===== src/hdl/asp_pkg.sv =====
package asp_pkg;

  localparam int unsigned MaxShiftDef = 31;
  localparam int unsigned MaxLineDef  = 4096;

  localparam int unsigned ChanW    = 8;
  localparam int unsigned PixW     = 3 * ChanW;
  localparam int unsigned ModeW    = 2;
  localparam int unsigned ShiftW   = 5;
  localparam int unsigned CfgIdxW  = 1;
  localparam int unsigned CfgDataW = 5;

  typedef enum logic [ModeW-1:0] {
    ModeRedBlue  = 2'd0,
    ModeRedCyan  = 2'd1,
    ModeAvgGreen = 2'd2,
    ModeGrey     = 2'd3
  } mode_e;

  typedef enum logic [CfgIdxW-1:0] {
    CfgMode  = 1'b0,
    CfgShift = 1'b1
  } cfg_reg_e;

  typedef enum logic [1:0] {
    StRun   = 2'b01,
    StFlush = 2'b10
  } fsm_e;

  typedef struct packed {
    logic [ChanW-1:0] r;
    logic [ChanW-1:0] g;
    logic [ChanW-1:0] b;
  } pixel_t;

  localparam mode_e             ModeReset  = ModeRedCyan;
  localparam logic [ShiftW-1:0] ShiftReset = 5'd30;

endpackage


===== src/hdl/asp_ifs.sv =====
interface asp_pix_in_if;
  logic                      valid;
  logic                      ready;
  logic [asp_pkg::ChanW-1:0] red;
  logic [asp_pkg::ChanW-1:0] green;
  logic [asp_pkg::ChanW-1:0] blue;
  logic                      last_in_line;

  modport source (output valid, output red, output green, output blue,
                  output last_in_line, input ready);
  modport sink (input valid, input red, input green, input blue,
                input last_in_line, output ready);
endinterface

interface asp_pix_out_if;
  logic                      valid;
  logic                      ready;
  logic [asp_pkg::ChanW-1:0] out_red;
  logic [asp_pkg::ChanW-1:0] out_green;
  logic [asp_pkg::ChanW-1:0] out_blue;
  logic                      line_end;

  modport source (output valid, output out_red, output out_green, output out_blue,
                  output line_end, input ready);
  modport sink (input valid, input out_red, input out_green, input out_blue,
                input line_end, output ready);
endinterface

interface asp_cfg_if;
  logic                         valid;
  logic                         ready;
  logic [asp_pkg::CfgIdxW-1:0]  index;
  logic [asp_pkg::CfgDataW-1:0] data;

  modport source (output valid, output index, output data, input ready);
  modport sink (input valid, input index, input data, output ready);
endinterface


===== src/hdl/anaglyph_pixel_shift.sv =====
// Anaglyph pixel shift: takes RGB pixels one line at a time and returns the false-color
// anaglyph of the line, where output pixel p takes red from input p-shift and the other
// channels from input p+shift as the mode selects; pixels within shift of either line end
// pass through. Results lag the input by shift pixels. One pixel is accepted per clock
// unless the output stalls; after the pixel marked last_in_line the input stalls while
// the tail is read back, one read per remaining pixel, through one of the window memory's
// two read ports. Each pixel passes the memory read register, then the result register.
// Shift is latched at the first pixel of each line; mode takes effect at once. The user
// must write both registers only while the block is idle; the block does not enforce it.
module anaglyph_pixel_shift #(
  parameter int unsigned MaxShift = asp_pkg::MaxShiftDef,
  parameter int unsigned MaxLine  = asp_pkg::MaxLineDef
) (
  input  logic           clk_i,
  input  logic           rst_ni,
  asp_cfg_if.sink        cfg_i,
  asp_pix_in_if.sink     pix_i,
  asp_pix_out_if.source  res_o
);

  localparam int unsigned AddrW = $clog2(2 * MaxShift + 1);
  localparam int unsigned Depth = 2 ** AddrW;
  localparam int unsigned PosW  = $clog2(MaxLine);
  localparam int unsigned CmpW  = PosW + 1;
  localparam int unsigned SW    = asp_pkg::ShiftW;
  localparam logic [SW-1:0]   MaxShiftS = SW'(MaxShift);
  localparam logic [PosW-1:0] PosMax    = PosW'(MaxLine - 1);

  typedef struct packed {
    logic emit;
    logic pass;
    logic bypass;
    logic line_end;
  } s1_ctl_t;

  // configuration
  asp_pkg::mode_e  mode_q;
  logic [SW-1:0]   shift_q;

  // line control
  asp_pkg::fsm_e   state_q, state_d;
  logic [PosW-1:0] pos_q;
  logic [SW-1:0]   line_shift_q;
  logic [AddrW-1:0] wp_q;
  logic [SW-1:0]   flush_idx_q, flush_idx_d;

  // window memory
  asp_pkg::pixel_t mem_q [Depth];
  asp_pkg::pixel_t rd_p_q, rd_l_q;

  // read stage
  logic            s1_valid_q;
  s1_ctl_t         s1_q, s1_d;
  asp_pkg::pixel_t in_pix_q;

  // result register
  logic            res_valid_q;
  asp_pkg::pixel_t res_pix_q, res_pix_d;
  logic            res_end_q;

  logic            out_free, s1_adv, in_ready, in_acc, flush_iss, issue;
  logic [SW-1:0]   line_s;
  logic [AddrW-1:0] s_a, wp_new, rd_addr_p, rd_addr_l;
  logic [CmpW-1:0] q_ext, s_ext, s2_ext;
  logic            q_ge_s;
  asp_pkg::pixel_t pix_in, pp, left, right;
  logic [asp_pkg::ChanW:0] g_sum;

  assign cfg_i.ready = 1'b1;

  always_ff @(posedge clk_i or negedge rst_ni) begin
    if (!rst_ni) begin
      mode_q  <= asp_pkg::ModeReset;
      shift_q <= asp_pkg::ShiftReset;
    end else if (cfg_i.valid) begin
      case (cfg_i.index)
        asp_pkg::CfgMode:  mode_q  <= asp_pkg::mode_e'(cfg_i.data[asp_pkg::ModeW-1:0]);
        asp_pkg::CfgShift: shift_q <= cfg_i.data[SW-1:0];
        default: ;
      endcase
    end
  end

  assign out_free  = !res_valid_q || res_o.ready;
  assign s1_adv    = !s1_valid_q || !s1_q.emit || out_free;
  assign in_ready  = (state_q == asp_pkg::StRun) && s1_adv;
  assign in_acc    = pix_i.valid && in_ready;
  assign flush_iss = (state_q == asp_pkg::StFlush) && s1_adv;
  assign issue     = in_acc || flush_iss;
  assign pix_i.ready = in_ready;

  assign pix_in = '{r: pix_i.red, g: pix_i.green, b: pix_i.blue};

  // shift is latched at the first pixel of a line
  always_comb begin
    if (pos_q == '0) begin
      line_s = (shift_q > MaxShiftS) ? MaxShiftS : shift_q;
    end else begin
      line_s = line_shift_q;
    end
  end

  assign s_a       = AddrW'(line_s);
  assign wp_new    = wp_q + AddrW'(1);
  assign rd_addr_p = in_acc ? (wp_new - s_a) : (wp_q - AddrW'(flush_idx_q));
  assign rd_addr_l = wp_new - (s_a << 1);

  assign q_ext  = CmpW'(pos_q);
  assign s_ext  = CmpW'(line_s);
  assign s2_ext = s_ext << 1;
  assign q_ge_s = (q_ext >= s_ext);

  always_comb begin
    state_d     = state_q;
    flush_idx_d = flush_idx_q;
    s1_d        = s1_q;
    if (in_acc) begin
      s1_d.emit     = q_ge_s;
      s1_d.pass     = (q_ext < s2_ext);
      // zero shift reads the entry being written, take it from the input register
      s1_d.bypass   = (line_s == '0);
      s1_d.line_end = pix_i.last_in_line && (line_s == '0);
      if (pix_i.last_in_line && (line_s != '0)) begin
        state_d     = asp_pkg::StFlush;
        flush_idx_d = q_ge_s ? (line_s - SW'(1)) : SW'(pos_q);
      end
    end else if (flush_iss) begin
      s1_d.emit     = 1'b1;
      s1_d.pass     = 1'b1;
      s1_d.bypass   = 1'b0;
      s1_d.line_end = (flush_idx_q == '0);
      if (flush_idx_q == '0) begin
        state_d = asp_pkg::StRun;
      end else begin
        flush_idx_d = flush_idx_q - SW'(1);
      end
    end
  end

  always_ff @(posedge clk_i or negedge rst_ni) begin
    if (!rst_ni) begin
      state_q      <= asp_pkg::StRun;
      flush_idx_q  <= '0;
      pos_q        <= '0;
      line_shift_q <= '0;
      wp_q         <= '0;
      s1_valid_q   <= 1'b0;
      s1_q         <= '0;
    end else begin
      state_q     <= state_d;
      flush_idx_q <= flush_idx_d;
      if (in_acc) begin
        line_shift_q <= line_s;
        wp_q         <= wp_new;
        if (pix_i.last_in_line) begin
          pos_q <= '0;
        end else if (pos_q < PosMax) begin
          pos_q <= pos_q + PosW'(1);
        end
      end
      if (issue) begin
        s1_valid_q <= 1'b1;
        s1_q       <= s1_d;
      end else if (s1_adv) begin
        s1_valid_q <= 1'b0;
      end
    end
  end

  always_ff @(posedge clk_i) begin
    if (in_acc) begin
      mem_q[wp_new] <= pix_in;
      in_pix_q      <= pix_in;
    end
    if (issue) begin
      rd_p_q <= mem_q[rd_addr_p];
      rd_l_q <= mem_q[rd_addr_l];
    end
  end

  assign pp    = s1_q.bypass ? in_pix_q : rd_p_q;
  assign left  = s1_q.bypass ? in_pix_q : rd_l_q;
  assign right = in_pix_q;
  assign g_sum = {1'b0, left.g} + {1'b0, right.g};

  always_comb begin
    if (s1_q.pass) begin
      res_pix_d = pp;
    end else begin
      res_pix_d = '{r: left.r, g: right.g, b: right.b};
      case (mode_q)
        asp_pkg::ModeRedBlue:  res_pix_d.g = '0;
        asp_pkg::ModeRedCyan:  ;
        asp_pkg::ModeAvgGreen: res_pix_d.g = g_sum[asp_pkg::ChanW:1];
        asp_pkg::ModeGrey: begin
          res_pix_d.r = left.b;
          res_pix_d.g = right.b;
        end
        default: ;
      endcase
    end
  end

  always_ff @(posedge clk_i or negedge rst_ni) begin
    if (!rst_ni) begin
      res_valid_q <= 1'b0;
    end else if (s1_valid_q && s1_q.emit && out_free) begin
      res_valid_q <= 1'b1;
    end else if (res_o.ready) begin
      res_valid_q <= 1'b0;
    end
  end

  always_ff @(posedge clk_i) begin
    if (s1_valid_q && s1_q.emit && out_free) begin
      res_pix_q <= res_pix_d;
      res_end_q <= s1_q.line_end;
    end
  end

  assign res_o.valid     = res_valid_q;
  assign res_o.out_red   = res_pix_q.r;
  assign res_o.out_green = res_pix_q.g;
  assign res_o.out_blue  = res_pix_q.b;
  assign res_o.line_end  = res_end_q;

endmodule


===== src/flat_wrapper.sv =====
// flat-port wrapper written by rule: the top's interface ports become plain ports
module anaglyph_pixel_shift_flat 
#(
  parameter int unsigned MaxShift = asp_pkg::MaxShiftDef,
  parameter int unsigned MaxLine  = asp_pkg::MaxLineDef
)
  (clk_i, rst_ni, cfg_i_valid, cfg_i_index, cfg_i_data, cfg_i_ready, pix_i_valid, pix_i_red, pix_i_green, pix_i_blue, pix_i_last_in_line, pix_i_ready, res_o_valid, res_o_out_red, res_o_out_green, res_o_out_blue, res_o_line_end, res_o_ready);
  asp_cfg_if cfg_i_i ();
  asp_pix_in_if pix_i_i ();
  asp_pix_out_if res_o_i ();
  input  logic clk_i;
  input  logic rst_ni;
  input wire logic [$bits(cfg_i_i.valid)-1:0] cfg_i_valid;
  input wire logic [$bits(cfg_i_i.index)-1:0] cfg_i_index;
  input wire logic [$bits(cfg_i_i.data)-1:0] cfg_i_data;
  output wire logic [$bits(cfg_i_i.ready)-1:0] cfg_i_ready;
  input wire logic [$bits(pix_i_i.valid)-1:0] pix_i_valid;
  input wire logic [$bits(pix_i_i.red)-1:0] pix_i_red;
  input wire logic [$bits(pix_i_i.green)-1:0] pix_i_green;
  input wire logic [$bits(pix_i_i.blue)-1:0] pix_i_blue;
  input wire logic [$bits(pix_i_i.last_in_line)-1:0] pix_i_last_in_line;
  output wire logic [$bits(pix_i_i.ready)-1:0] pix_i_ready;
  output wire logic [$bits(res_o_i.valid)-1:0] res_o_valid;
  output wire logic [$bits(res_o_i.out_red)-1:0] res_o_out_red;
  output wire logic [$bits(res_o_i.out_green)-1:0] res_o_out_green;
  output wire logic [$bits(res_o_i.out_blue)-1:0] res_o_out_blue;
  output wire logic [$bits(res_o_i.line_end)-1:0] res_o_line_end;
  input wire logic [$bits(res_o_i.ready)-1:0] res_o_ready;
  assign cfg_i_i.valid = cfg_i_valid;
  assign cfg_i_i.index = cfg_i_index;
  assign cfg_i_i.data = cfg_i_data;
  assign cfg_i_ready = cfg_i_i.ready;
  assign pix_i_i.valid = pix_i_valid;
  assign pix_i_i.red = pix_i_red;
  assign pix_i_i.green = pix_i_green;
  assign pix_i_i.blue = pix_i_blue;
  assign pix_i_i.last_in_line = pix_i_last_in_line;
  assign pix_i_ready = pix_i_i.ready;
  assign res_o_valid = res_o_i.valid;
  assign res_o_out_red = res_o_i.out_red;
  assign res_o_out_green = res_o_i.out_green;
  assign res_o_out_blue = res_o_i.out_blue;
  assign res_o_line_end = res_o_i.line_end;
  assign res_o_i.ready = res_o_ready;
  anaglyph_pixel_shift #(.MaxShift(MaxShift), .MaxLine(MaxLine)) u_core (.clk_i(clk_i), .rst_ni(rst_ni), .cfg_i(cfg_i_i), .pix_i(pix_i_i), .res_o(res_o_i));
endmodule

===== config.mk =====
export PLATFORM = sky130hd
export DESIGN_NAME = anaglyph_pixel_shift_flat
export DESIGN_NICKNAME = d
export VERILOG_FILES = /design/src/hdl/asp_pkg.sv /design/src/hdl/asp_ifs.sv /design/src/hdl/anaglyph_pixel_shift.sv /design/src/flat_wrapper.sv
export SDC_FILE = /design/constraint.sdc
export NUM_CORES = 2
export LEC_CHECK = 0
export BUFFER_PORTS_ARGS = -buffer_cell sky130_fd_sc_hd__buf_2
export CORE_MARGIN = 4
export CORE_UTILIZATION = 40
export CTS_CLUSTER_DIAMETER = 80
export DETAILED_ROUTE_END_ITERATION = 8
export SLEW_MARGIN = 20
export SYNTH_ARGS = -nofsm -noshare
export SYNTH_HDL_FRONTEND = slang
export SYNTH_SLANG_ARGS = --single-unit
export TNS_END_PERCENT = 5

===== constraint.sdc =====
create_clock -name clk_i -period 4.9 [get_ports clk_i]
set_clock_uncertainty 0.05 [all_clocks]
set_input_delay 0.245 -clock clk_i [delete_from_list [all_inputs] [get_ports clk_i]]
set_output_delay 0.245 -clock clk_i [all_outputs]
set_load 0.02 [all_outputs]

==> flow_summary.ini <==
[worst_hold_path]
hold_class = input port to flop

[detailed_routing]
dr.pass1.iters = 5
post_drt_via_cell_ratio = 6.36
routed-via-count = 46800
routed_wirelength_normalized_by_instance_count_um = 34.9
starting_drt_drc_count = 6419
drt_drc_violations_left = 0
drt-total-wl_um = 257000
ant_nets = 0

[synth]
synth_ff_type = edfxtp_1
yosys_warnings = 0
syn_area_sq_mm = 0.0785
synth.distinct_cells = 68
seq_area_frac_synth_pct = 63.9
net_count_after_synthesis = 4341
synth-seq-cells = 1676
post_synth_inst_count = 4278
synthesis.area_per_instance_sq_um = 18.3
synth-async-reset-ratio_pct = 2.57
synth_enable_flop_cells = 1633

[grt]
grtUsageMet3_pct = 5.72
gr_util_met1_pct = 34.0
grt.total_usage_pct = 24.9
grt_util_met2_pct = 38.7
first_global_vias = 46200
grt_pass1_wl_um = 359000
grt_overflow = 0
grt_antenna_before_repair = 14
grt_max_degree = 96
grt_busiest_layer = met2

[sta]
min_period_over_period_pct = 97.5
finalSetupViolations = 0
timing_hold_violations_final = 0
maxSlewHeadroom_pct = 33.9
timing_worst_slew_pin_value_ps = 989
final.min_clock_period_ps = 4780
rsz_0062_raised_after_global_routing = true
slew_viol_final = 0
fmax_ghz = 0.209

[power_and_ir_drop]
netSwitchingFraction_pct = 21.2
power.density_mw_per_mm2 = 326
total_switching_power_mw = 6.30
power_share_of_the_sequential_group_pct = 53.1
leakage_nw = 29.4
pwr-share-clk_pct = 45.6
ir_drop_mv = 0.269
internal_cell_power_mw = 23.4
comb_power_share_pct = 1.3

[cells_and_area]
nNetsFinal = 4645
layout.core_utilization_pct = 46.7
fraction_of_final_layout_cells_with_drive_strength_greater_than_1_pct = 34.7
fin_area_sq_mm = 0.0911
instances_no_fill = 7358
growth_of_design_area_from_synthesis_to_finish_pct = 16.1
layout_common_cells = edfxtp_1, mux4_2, nand2_1
layout_commonest_cell = edfxtp_1

[cts]
clock_insertion_delay_at_the_later_pin_of_the_skew_report_ps = 860
worst_setup_hold_path_clk_slew_ps = 60
clock-root-buffer = clkbuf_16
tritoncts.num_buffers = 177
cts_num_sinks = 1676
htree_num_levels = 4
post_cts.repair.setup_buffers = 0
cts_buffer_depth = 3
tritoncts = built

[die]
die_h_um = 451
core-area_sq_mm = 0.195
chipWidth_um = 451
die_footprint_sq_mm = 0.203
number_of_placement_rows = 162
pin_count = 64
initial_util_pct = 40.2

[worst_setup_path]
timing.critical_path.arrival_ps = 5330
critPathLaunchType = flop
end_kind = flop
crit_type = flop to flop
cpMaxStageDelayCell = mux4_2
worstPathMaxFanout = 19
cell_chain_critical_path = inv_1, ha_1, or4b_1, o31ai_2, and2_1, xnor2_1, ha_1, mux2i_4, buf_12, buf_12, buf_16, mux4_2, mux2i_1, mux2_2, o22ai_1, a221o_1
worst_ep_required_time_ps = 5450
critPathMaxStageDelay_ps = 530

[run]
max_cap_viol_count = 0

[placement]
port-buffer-count = 62
dpl-instance-area_sq_mm = 0.0849
half_perimeter_wire_length_after_placement_um = 161000
count_of_placed_standard_cells_including_taps = 7008
place_congestion = 0.903

[status]
status = finished, final reports clean
worst paths after layout:
| kind | from | endpoint | slack [ps] | cells after the start |
|---|---|---|---|---|
| max in group asynchronous | rst_ni | u_core.shift_q[4] | 3880 | 4 |
| max reg2reg | u_core.pos_q[0] | u_core.rd_p_q[0] | 120 | 16 |
| min in group asynchronous | rst_ni | u_core.pos_q[7] | 370 | 3 |
| max | u_core.pos_q[0] | u_core.rd_p_q[0] | 120 | 16 |
| min | pix_i_red[4] | u_core.mem_q[33][20] | 40 | 2 |
| min reg2reg | u_core.s1_q[0] | u_core.res_o.line_end | 420 | 0 |
layout make-up:
cell class                      count  area, sq um
Multi-Input combinational cell   2255        27500
Inverter                           34          128
Tap cell                         2624         3280
Clock buffer                      212         4560
Sequential cell                  1676        50100
Clock inverter                    116         1310
Antenna cell                        3         7.51
Timing Repair Buffer              438         4210
Fill cell                       16300       104000
worst max-delay path: cells and delay by family (launching register included):
family,cells,cell delay (ps)
compound gates,3,820
xor+xnor,1,130
fa+ha+maj,2,440
buf+inv,4,750
flops,1,380
mux,4,1230
simple gates,2,700
cell families (layout without fill, tap and decap cells):
group,count (synthesis),count (layout),share of synthesized area [%]
adders and majority gates,33,33,0.532
other,1,4,0.00478
xor gates and xnor gates,37,37,0.446
muxes,1027,1027,25.5
AOI/OAI and AO/OA,332,332,3.00
and+or+nand+nor,825,825,4.77
DFF,1676,1676,63.9
buffers and inverters,347,800,1.93
stage by stage:
stage               total power [mW]  hold slack (ps)  TNS (ps)  setup slack (ps)
floorplan                       16.1             -101         0               107
global placement                16.4              401      -104             -87.9
detailed placement              16.4              411     -31.0             -31.0
CTS                             29.9             7.20         0              29.2
global route                    30.5             39.8      -425             -71.0
finish                          29.7             36.8         0               122
flip-flops by register name (all words and copies together), names as in the netlist:
register                flops
u_core.flush_idx_q          5
u_core.in_pix_q            24
u_core.line_shift_q         5
u_core.mem_q             1536
u_core.mode_q               2
u_core.pos_q               12
u_core.rd_l_q              24
u_core.rd_p_q              24
u_core.res_o.line_end       1
u_core.res_o.out_blue       8
u_core.res_o.out_green      8
u_core.res_o.out_red        8
u_core.res_o.valid          1
u_core.s1_q                 4
u_core.s1_valid_q           1
u_core.shift_q              5
u_core.state_q              2
u_core.wp_q                 6
synth_stat cells (36+ instances only):
cell      count  area share (%)
edfxtp_1   1633              62
mux4_2      769              22
nand2_1     394             1.9
clkbuf_1    242             1.2
mux2i_1     196             2.5
nand3_1     167             1.1
nor2_1      101            0.48
a21oi_1      88            0.56
mux2_2       62            0.89
nand4_1      55            0.44
nor2b_1      53            0.42
o21ai_0      40            0.26
buf_2        37            0.24
dfrtp_1      37             1.2
a211oi_1     36            0.34
metal layers:
layer,wire length (um),share of wire [%]
met5,36,0.014
met3,26900,11
met1,98400,38
met4,11200,4.4
met2,120000,47
what timing repair did:
action | 4_1_cts | 5_1_grt
gates resized for setup | 2 | 16
setup endpoints to repair | 2 | 14
endpoints found under the hold margin | 87 | 14
pin swaps | 0 | 1
hold buffers | 17 | 1
power by group through the flow:
stage	Clock [mW]	Combinational, mW	Sequential [mW]
floorplan	0	0.0746	16.0
global placement	0	0.358	16.1
detailed placement	0	0.371	16.1
CTS	13.7	0.384	15.8
global route	14.4	0.411	15.8
finish	13.5	0.389	15.8
Power figures use the tool's default switching activity.
